$ cat src/design/wbps_pkg.sv
// Package for the wildcard byte pattern scanner.
// Holds sizes, register indexes, status codes and the configuration struct.
// No dependencies.
`default_nettype none

package wbps_pkg;

    localparam int PATTERN_MAX  = 16;
    localparam int OFFSET_BITS  = 32;
    localparam int OUT_OFF_W    = 32;
    localparam int LEN_W        = 5;
    localparam int WIN_IDX_W    = $clog2(PATTERN_MAX);
    localparam int CFG_DATA_W   = 64;
    localparam int CFG_ADDR_W   = 5;
    localparam int S_TDATA_W    = 8;
    localparam int M_TDATA_W    = 40;

    localparam logic [OFFSET_BITS-1:0] CNT_LIMIT = '1;

    typedef enum logic [1:0] {
        REG_PAT_LOW  = 2'd0,
        REG_PAT_HIGH = 2'd1,
        REG_CARE     = 2'd2,
        REG_LEN      = 2'd3
    } t_reg_idx;

    typedef enum logic [1:0] {
        ST_FOUND    = 2'd0,
        ST_NOTFOUND = 2'd1,
        ST_INVALID  = 2'd2
    } t_status;

    typedef struct packed {
        logic [8*PATTERN_MAX-1:0] pattern;
        logic [PATTERN_MAX-1:0]   care;
        logic [LEN_W-1:0]         len;
    } t_cfg;

    function automatic logic [LEN_W-1:0] used_len(input logic [LEN_W-1:0] len);
        if (len > LEN_W'(PATTERN_MAX)) begin
            return LEN_W'(PATTERN_MAX);
        end
        return len;
    endfunction

endpackage

`default_nettype wire

$ cat src/design/wildcard_byte_pattern_scan.sv
// Wildcard byte pattern scanner: one byte per beat through a 16-byte shift window.
// Takes one beat per cycle when the output is not stalled; gives one result beat per
// region: at its first match, else at region end. Window and byte counter register at input
// accept; the masked compare of all positions runs in parallel into the result register.
// Depends on wbps_pkg and wbps_cfg.
`default_nettype none

module wildcard_byte_pattern_scan (
    input  wire logic                            i_clk,
    input  wire logic                            i_rst_n,
    // slave side tdata: [7:0] data_byte; tlast: region_end
    input  wire logic                            i_s_tvalid,
    output logic                                 o_s_tready,
    input  wire logic [wbps_pkg::S_TDATA_W-1:0]  i_s_tdata,
    input  wire logic                            i_s_tlast,
    // master side tdata: [1:0] scan_status, [33:2] match_offset, [39:34] zero
    output logic                                 o_m_tvalid,
    input  wire logic                            i_m_tready,
    output logic      [wbps_pkg::M_TDATA_W-1:0]  o_m_tdata,
    input  wire logic                            psel,
    input  wire logic                            penable,
    input  wire logic                            pwrite,
    input  wire logic [wbps_pkg::CFG_ADDR_W-1:0] paddr,
    input  wire logic [wbps_pkg::CFG_DATA_W-1:0] pwdata,
    output logic      [wbps_pkg::CFG_DATA_W-1:0] prdata,
    output logic                                 pready
);
    import wbps_pkg::*;

    t_cfg cfg;

    wbps_cfg u_cfg (
        .i_clk   (i_clk),
        .i_rst_n (i_rst_n),
        .psel    (psel),
        .penable (penable),
        .pwrite  (pwrite),
        .paddr   (paddr),
        .pwdata  (pwdata),
        .prdata  (prdata),
        .pready  (pready),
        .o_cfg   (cfg)
    );

    logic [7:0]             r_win [PATTERN_MAX];
    logic [OFFSET_BITS-1:0] r_cnt;
    logic                   r_ovf;
    logic                   r_last;
    logic                   r_clr;
    logic                   r_s1_valid;
    logic                   r_match;
    logic                   r_out_valid;
    t_status                r_status;
    logic [OUT_OFF_W-1:0]   r_offset;

    logic                   in_acc;
    logic                   fire;
    logic [OFFSET_BITS-1:0] cnt_base;
    logic                   n_ovf;
    logic [OFFSET_BITS-1:0] n_cnt;
    logic [LEN_W-1:0]       len;
    logic                   pat_ok;
    logic [PATTERN_MAX-1:0] pos_ok;
    logic                   hit;
    logic                   emit;
    logic [WIN_IDX_W-1:0]   widx [PATTERN_MAX];

    assign fire       = r_s1_valid & (~r_out_valid | i_m_tready);
    assign o_s_tready = ~r_s1_valid | fire;
    assign in_acc     = i_s_tvalid & o_s_tready;

    always_comb begin
        cnt_base = r_clr ? '0 : r_cnt;
        n_ovf    = (cnt_base == CNT_LIMIT);
        n_cnt    = n_ovf ? cnt_base : cnt_base + OFFSET_BITS'(1);
    end

    always_comb begin
        len    = used_len(cfg.len);
        pat_ok = (len != '0) & cfg.care[0];
        for (int j = 0; j < PATTERN_MAX; j++) begin
            widx[j]   = WIN_IDX_W'(len - LEN_W'(1) - LEN_W'(j));
            pos_ok[j] = (LEN_W'(j) >= len) | ~cfg.care[j]
                        | (cfg.pattern[8*j +: 8] == r_win[widx[j]]);
        end
        hit  = pat_ok & ~r_match & ~r_ovf & (r_cnt >= OFFSET_BITS'(len)) & (&pos_ok);
        emit = hit | (r_last & ~r_match);
    end

    always_ff @(posedge i_clk) begin
        if (in_acc) begin
            r_win[0] <= i_s_tdata[7:0];
            for (int k = 1; k < PATTERN_MAX; k++) begin
                r_win[k] <= r_win[k-1];
            end
            r_ovf  <= n_ovf;
            r_last <= i_s_tlast;
        end
        if (fire) begin
            r_status <= hit ? ST_FOUND : (pat_ok ? ST_NOTFOUND : ST_INVALID);
            r_offset <= hit ? OUT_OFF_W'(r_cnt - OFFSET_BITS'(len)) : '0;
        end
    end

    always_ff @(posedge i_clk) begin
        if (!i_rst_n) begin
            r_cnt       <= '0;
            r_clr       <= 1'b1;
            r_s1_valid  <= 1'b0;
            r_match     <= 1'b0;
            r_out_valid <= 1'b0;
        end else begin
            if (in_acc) begin
                r_cnt      <= n_cnt;
                r_clr      <= i_s_tlast;
                r_s1_valid <= 1'b1;
            end else if (fire) begin
                r_s1_valid <= 1'b0;
            end
            if (fire) begin
                r_match     <= r_last ? 1'b0 : (r_match | hit);
                r_out_valid <= emit;
            end else if (i_m_tready) begin
                r_out_valid <= 1'b0;
            end
        end
    end

    assign o_m_tvalid = r_out_valid;
    assign o_m_tdata  = M_TDATA_W'({r_offset, r_status});

endmodule

`default_nettype wire

$ cat src/design/wbps_cfg.sv
// APB register block for the wildcard byte pattern scanner.
// Holds pattern bytes, care mask and pattern length; uses wbps_pkg.
`default_nettype none

module wbps_cfg (
    input  wire logic                           i_clk,
    input  wire logic                           i_rst_n,
    input  wire logic                           psel,
    input  wire logic                           penable,
    input  wire logic                           pwrite,
    input  wire logic [wbps_pkg::CFG_ADDR_W-1:0] paddr,
    input  wire logic [wbps_pkg::CFG_DATA_W-1:0] pwdata,
    output logic      [wbps_pkg::CFG_DATA_W-1:0] prdata,
    output logic                                pready,
    output wbps_pkg::t_cfg                      o_cfg
);
    import wbps_pkg::*;

    logic [63:0]            r_pat_low;
    logic [63:0]            r_pat_high;
    logic [PATTERN_MAX-1:0] r_care;
    logic [LEN_W-1:0]       r_len;
    logic                   wr_en;
    t_reg_idx               idx;

    assign pready = 1'b1;
    assign wr_en  = psel & penable & pwrite;
    assign idx    = t_reg_idx'(paddr[4:3]);

    always_ff @(posedge i_clk) begin
        if (!i_rst_n) begin
            r_pat_low  <= '0;
            r_pat_high <= '0;
            r_care     <= '0;
            r_len      <= '0;
        end else if (wr_en) begin
            unique case (idx)
                REG_PAT_LOW:  r_pat_low  <= pwdata[63:0];
                REG_PAT_HIGH: r_pat_high <= pwdata[63:0];
                REG_CARE:     r_care     <= pwdata[PATTERN_MAX-1:0];
                REG_LEN:      r_len      <= pwdata[LEN_W-1:0];
                default: ;
            endcase
        end
    end

    always_comb begin
        unique case (idx)
            REG_PAT_LOW:  prdata = r_pat_low;
            REG_PAT_HIGH: prdata = r_pat_high;
            REG_CARE:     prdata = CFG_DATA_W'(r_care);
            REG_LEN:      prdata = CFG_DATA_W'(r_len);
            default:      prdata = '0;
        endcase
    end

    assign o_cfg.pattern = {r_pat_high, r_pat_low};
    assign o_cfg.care    = r_care;
    assign o_cfg.len     = r_len;

endmodule

`default_nettype wire
$ cat config.mk
export PLATFORM = sky130hd
export DESIGN_NAME = wildcard_byte_pattern_scan
export DESIGN_NICKNAME = d
export VERILOG_FILES = /design/src/design/wbps_pkg.sv /design/src/design/wildcard_byte_pattern_scan.sv /design/src/design/wbps_cfg.sv
export SDC_FILE = /design/constraint.sdc
export NUM_CORES = 1
export LEC_CHECK = 0
export BUFFER_PORTS_ARGS = -buffer_cell sky130_fd_sc_hd__buf_2
export CORE_ASPECT_RATIO = 1.5
export CORE_MARGIN = 2
export CORE_UTILIZATION = 55
export DETAILED_ROUTE_END_ITERATION = 12
export PLACE_DENSITY_LB_ADDON = 0.3
export SETUP_SLACK_MARGIN = 0.15
export SYNTH_ARGS = -nofsm -noshare
export SYNTH_HDL_FRONTEND = slang
export SYNTH_SLANG_ARGS = --single-unit
export TNS_END_PERCENT = 20
$ cat constraint.sdc
create_clock -name i_clk -period 12.7 [get_ports i_clk]
set_input_delay 0 -clock i_clk [delete_from_list [all_inputs] [get_ports i_clk]]
set_output_delay 0 -clock i_clk [all_outputs]
set_load 0.05 [all_outputs]
==> impl_metrics.csv, run 1 <==
group,metric,value,unit
run_status,status,"finished with violations",
run_status,violations,"max-slew violations",
routing,drt_iter0_drc,2835,
sta,fmax,145.0,MHz
final_layout,layout-area-overhead-vs-synth,12.58,%
die,initial_utilization,55.75,%
die,design.core.area,0.04387,mm^2
sta,fin_crit,6.896,ns
clocking,cts_made_buffers,36,
synthesis,synth_edf_count,164,
synthesis,synth_area_leaders,"edfxtp_1 (20%), dfxtp_1 (15%), mux2i_1 (11%), nand2_1 (7.3%), mux4_2 (7.1%)",
die,num_rows,94,
routing,totalWireLength,88010,um
clocking,clockBufferDepth,3,
sta,finalSetupTns,0,ns
clocking,clock_sinks,349,
clocking,cts_tree,"done",
routing,postRouteAntennaNets,0,
synthesis,synthFlopType,"dfxtp_1",
worst_setup_path,arrival,7.20,ns
sta,hold_slack,0.09146,ns
synthesis,synthArstFlopShare,0,%
min_path,hp-class,"input port to register",
synthesis,synthMostInstantiatedCell,"nand2_1",
die,die_h,262.3,um
worst_setup_path,cp_max_fo,49,
die,io-pin-count,192,
synthesis,ys_seq_area_share,35.28,%
placement,postPlaceCellArea,0.02557,mm^2
clocking,path_clk_slew,0.06,ns
synthesis,synth_area_per_cell,9.201,um^2
worst_setup_path,crit_type,"register to register",
synthesis,ys_ff_latch,349,
grt,grt_usage,37.43,%
sta,period_share,54.30,%
synthesis,synthTopCellsByCount,"nand2_1 (476), mux2i_1 (262), dfxtp_1 (185), edfxtp_1 (164), a21boi_0 (146)",
worst_setup_path,startpoint_type,"register",
grt,grt_pass1_vias,21490,
synthesis,ys_types,91,
sta,timing.slew.headroom,-2.937,%
final_layout,fin_nets,2895,
routing,dr.pass1.iters,7,
routing,num_vias,22470,
clocking,cts_max_level,2,
die,die_x,176.2,um
worst_setup_path,crit_path_end_kind,"register",
grt,antenna_found_initial,2,
job,maxCapViolCount,0,
power_and_ir_drop,vdd_drop_max,113.1,uV
synthesis,ys_warn_count,0,
routing,wl_per_cell,25.94,um
routing,viasPerCell,6.623,
worst_setup_path,critical_path.max_stage_delay,0.66,ns
clocking,cts-root-buf,"clkbuf_16",
grt,grt_overflow,0,
synthesis,yosysTopAreaCell,"edfxtp_1",
synthesis,syn_inst,2658,
placement,portBuffers,181,
worst_setup_path,worst_path_most_repeated_cell,"buf_4",
sta,worst_pin_slew,1.544,ns
power_and_ir_drop,p_leak,0.01000,uW
synthesis,yosys.area.top_type_share,20.14,%
sta,worst_slack,5.804,ns
worst_setup_path,crit_chain,"buf_4, nand2b_1, buf_4, ha_1, xnor2_2, buf_4, ha_1, buf_4, inv_1, mux4_2, mux2i_1, o21ai_0, nand3b_1, nand4b_1, nor4_1, buf_4, o21ai_1, nor4b_2, nand4b_1, buf_4, nor2b_1",
die,dieArea,0.04620,mm^2
sta,clock_skew,0.03302,ns
routing,drcViolationCount,0,
grt,grt_max_degree,113,
clocking,ctsResizeCount,0,
sta,rsz0062_at_grt,"false",
final_layout,layout-drive-gt1-share,15.23,%
clocking,clock_latency,0.56,ns
worst_setup_path,worstPathRequired,13.00,ns
worst_setup_path,cp_slowest_cell,"inv_1",
placement,place_ws,6.004,ns
sta,drv_slew,2,
sta,hold_violations,0,
placement,dpl.hpwl,62720,um
sta,setup_viol,0,
final_layout,final_design_area_no_fill,0.02753,mm^2
placement,gp_congestion,1.091,
final_layout,fillers,3626,
synthesis,syn_area,0.02446,mm^2
grt,grt_pass1_wl,131400,um
power_and_ir_drop,p_per_area,103.6,mW/mm^2
worst paths after layout:
kind	from	end	slack, ns	depth (start not counted)
min reg2reg	u_cfg.r_pat_high[48]$_SDFFE_PN0P_	u_cfg.r_pat_high[48]$_SDFFE_PN0P_	0.49	2
max reg2reg	u_cfg.r_len[4]$_SDFFE_PN0P_	r_status[0]$_SDFFCE_PP0P_	5.80	21
max	u_cfg.r_len[4]$_SDFFE_PN0P_	r_status[0]$_SDFFCE_PP0P_	5.80	21
min	paddr[3]	u_cfg.r_pat_high[11]$_SDFFE_PN0P_	0.09	4
metal layers:
| layer | wire length (um) | part of all wire, % | GRT usage, % |
|---|---|---|---|
| met1 | 30270 | 34 | 42.97 |
| met2 | 40250 | 46 | 59.98 |
| met3 | 8450 | 9.6 | 8.043 |
| met4 | 8983 | 10 | 29.80 |
| met5 | 61 | 0.069 | 0 |
what timing repair did:
item	4_1_cts	5_1_grt
hold buffers	77	0
buffers inserted	0	0
endpoints found under the hold margin	163	0
flip-flops by register name, summed over array words and instances, names as in the netlist, 2 cells and up:
register and flops:
u_cfg.r_pat_low 64, r_offset 32, r_status 2, u_cfg.r_pat_high 64
u_cfg.r_len 5, r_cnt 32, r_win 128, u_cfg.r_care 16
cells in the final DEF, fill, tap and decap left out, types with 16 or more instances in the layout:
cell           instances
nand2_1              475
nor2b_1               24
ha_1                  20
o211ai_1              20
inv_1                 23
a31oi_1               17
buf_4                 48
dlygate4sd3_1         77
nor2_1               142
and3_1                23
a22oi_1               16
xor2_1                86
a21oi_1               71
buf_2                179
a211oi_1              24
nand3_1               51
mux2_2                33
xnor2_1              108
edfxtp_1             164
mux4_2                77
nor4_1                18
o22ai_1               29
and2_1                36
dfxtp_1              184
mux2i_1              262
nand4_1               21
o21ai_0               96
clkbuf_16             38
nor3_1                49
a21boi_0             146
critical path, delay by kind of cell (launching register included):
kind                       cells  cell delay [ns]
adders and majority gates      2             0.71
AOI/OAI and AO/OA              2             0.33
muxes                          2             0.91
xor gates and xnor gates       1             0.13
DFF                            1             0.37
and+or+nand+nor                7             1.28
buffers and inverters          7             2.84
kinds of logic (layout without fill, tap and decap cells):
group                    Yosys count  in the layout  synth area share (%)
flip-flops                       349            349                 35.28
AO/OA/AOI/OAI                    551            551                 15.69
other                              2              8               0.03071
multiplexers                     372            372                 19.33
adder cells (fa/ha/maj)           22             22                 1.156
XOR/XNOR                         197            197                 7.116
AND/OR/NAND/NOR                  917            917                 17.10
buffers and inverters            248            401                 4.297
layout make-up:
type | count | area [um^2] | share of cell area (%)
Clock buffer | 53 | 1057 | 3.840
Antenna cell | 1 | 2.502 | 0.009089
Timing Repair Buffer | 304 | 2027 | 7.362
Tap cell | 576 | 720.7 | 2.618
Inverter | 31 | 121.4 | 0.4408
Clock inverter | 13 | 127.6 | 0.4635
Multi-Input combinational cell | 2066 | 14840 | 53.91
Sequential cell | 349 | 8632 | 31.35
per-stage QoR:
step                std cells  utilization [%]  total power (uW)
floorplan                2663                -              1580
global placement         3248            58.28              1720
detailed placement       3248            58.28              1729
CTS                      3391            62.74              2835
global route             3392            62.75              2916
finish                   3393            62.76              2851
power breakdown:
part	internal (uW)	leakage [uW]	total, uW	switching [uW]
sequential	1220	0.00310	1260	48.5
clock	623	0.000588	1110	484
combinational	186	0.00632	480	295
Note: power is estimated with default switching activity, not from simulation.
==> inputs of run 2 (changes only) <==
==> constraint.sdc (replaced) <==
create_clock -name i_clk -period 5.6 [get_ports i_clk]
set_input_delay 0 -clock i_clk [delete_from_list [all_inputs] [get_ports i_clk]]
set_output_delay 0 -clock i_clk [all_outputs]
set_load 0.05 [all_outputs]
==> impl_metrics.csv, run 2 (synthesis gave the netlist of run 1 again) <==
group,metric,value,unit
placement,place_ws,0.6406,ns
worst_setup_path,cp_max_fo,45,
power_and_ir_drop,vdd_drop_max,282.7,uV
final_layout,final_cell_mix,"nand2_1 (475), mux2i_1 (262), dfxtp_1 (184)",
die,num_rows,94,
worst_setup_path,worst_r2r_path_depth,15,
worst_setup_path,worstPathRequired,6.01,ns
worst_setup_path,crit_type,"register to register",
sta,clock_skew,0.01658,ns
sta,timing.slew.headroom,25.29,%
sta,drv_slew,0,
final_layout,layout-area-overhead-vs-synth,14.28,%
final_layout,regMostFlops,"r_win",
final_layout,final_common_cell,"nand2_1",
routing,num_vias,22530,
placement,dpl.hpwl,69090,um
clocking,clock_sinks,349,
sta,fmax,194.2,MHz
final_layout,final_design_area_no_fill,0.02795,mm^2
routing,totalWireLength,93420,um
die,dieArea,0.04620,mm^2
clocking,path_clk_slew,0.06,ns
routing,dr.pass1.iters,6,
routing,drcViolationCount,0,
final_layout,fin_nets,2935,
placement,portBuffers,181,
min_path,hold_start,"i_s_tdata[2]",
power_and_ir_drop,p_per_area,238.9,mW/mm^2
sta,hold_violations,0,
worst_setup_path,r2r-start,"u_cfg.r_len[4]$_SDFFE_PN0P_",
clocking,cts_tree,"done",
final_layout,antenna_cells,0,
routing,drt_iter0_drc,2424,
grt,grt_pass1_vias,21830,
routing,viasPerCell,6.561,
clocking,cts_made_buffers,38,
placement,postPlaceCellArea,0.02587,mm^2
worst_setup_path,startpoint_type,"register",
grt,grt_usage,39.94,%
sta,period_share,91.95,%
job,maxCapViolCount,0,
worst_setup_path,timing.rr.end,"r_offset[3]$_SDFFCE_PN0P_",
sta,fin_crit,5.149,ns
final_layout,layout-drive-gt1-share,16.55,%
worst_setup_path,arrival,5.56,ns
sta,worst_slack,0.4511,ns
grt,grt_max_degree,105,
min_path,whs_path_depth,2,
grt,grt_overflow,0,
worst_setup_path,rrSetupSlack,0.45,ns
routing,wl_per_cell,27.20,um
clocking,cts-root-buf,"clkbuf_16",
clocking,ctsResizeCount,0,
die,io-pin-count,192,
die,die_x,176.2,um
routing,postRouteAntennaNets,0,
sta,rsz0062_at_grt,"false",
min_path,hp-class,"input port to register",
grt,antenna_found_initial,2,
placement,gp_congestion,1.079,
die,initial_utilization,55.75,%
final_layout,top_regs,"r_win: 128 flops, u_cfg.r_pat_high: 64 flops, u_cfg.r_pat_low: 64 flops",
clocking,holdBufCountCts,77,
clocking,clockBufferDepth,3,
final_layout,largest_reg_flops,128,
clocking,cts_max_level,2,
sta,finalSetupTns,0,ns
sta,worst_pin_slew,1.119,ns
die,die_h,262.3,um
worst_setup_path,crit_path_end_kind,"register",
min_path,holdPathEnd,"r_win[0][2]$_DFFE_PP_",
sta,setup_viol,0,
die,design.core.area,0.04387,mm^2
run_status,status,"finished, final reports clean",
clocking,postCtsSetupRepairBufs,0,
grt,grt_pass1_wl,138600,um
clocking,clock_latency,0.56,ns
power_and_ir_drop,p_leak,0.01024,uW
-- run 2: final cells by class --
type | count | area [um^2]
fill | 3628 | 15920
multi-input combinational | 2066 | 14840
sequential | 349 | 8632
timing repair buffer | 342 | 2325
clock buffer | 53 | 1154
tap | 576 | 720.7
clock inverter | 17 | 152.6
inverter | 31 | 122.6
-- run 2: worst max-delay path by stage --
stage,from,endpoint,slack (ns),cells after the start
final,u_cfg.r_len[4]$_SDFFE_PN0P_,r_offset[3]$_SDFFCE_PN0P_,0.45,15
after global routing,u_cfg.r_len[4]$_SDFFE_PN0P_,r_offset[4]$_SDFFCE_PN0P_,0.28,15
after CTS,u_cfg.r_len[4]$_SDFFE_PN0P_,r_offset[1]$_SDFFCE_PN0P_,0.65,15
after detailed placement,u_cfg.r_len[4]$_SDFFE_PN0P_,r_offset[1]$_SDFFCE_PN0P_,0.64,18
after global placement,u_cfg.r_len[4]$_SDFFE_PN0P_,r_status[0]$_SDFFCE_PP0P_,0.75,16
after floorplan,u_cfg.r_len[0]$_SDFFE_PN0P_,r_offset[12]$_SDFFCE_PN0P_,0.16,26
-- run 2: metrics by stage --
step	instances	hold WS [ns]	util, %	power, uW
floorplan	2663	0.09887	-	3585
detailed placement	3287	0.1784	58.98	3973
global route	3434	0.1650	63.71	6838
CTS	3434	0.1490	63.71	6657
global placement	3287	0.1774	58.98	3955
finish	3434	0.1483	63.71	6677
-- run 2: power breakdown --
part           total, uW  internal, uW  switching (uW)
Clock               2670          1540            1130
Combinational       1130           437             693
Sequential          2880          2760             117
-- run 2: metal layers --
layer | global-route usage (%) | vias to the layer above | part of all wire, %
li1 | - | 9984 | -
met3 | 7.536 | 342 | 8.3
met5 | 0 | - | 0
met2 | 66.58 | 1237 | 48
met1 | 45.81 | 10970 | 35
met4 | 28.12 | 0 | 8.8
-- run 2: worst max-delay path, stage by stage, from the launching register on --
cell and delay [ns]:
dfxtp_1 0.37, nand2b_1 0.30, ha_1 0.32, xnor2_2 0.35, buf_4 0.60, mux4_2 0.44
mux2_2 0.29, a211o_1 0.29, a211o_1 0.28, nor4_1 0.68, nor2_1 0.14, nor4b_2 0.27
nand4b_1 0.12, buf_4 0.22, buf_4 0.19, nor2_1 0.12
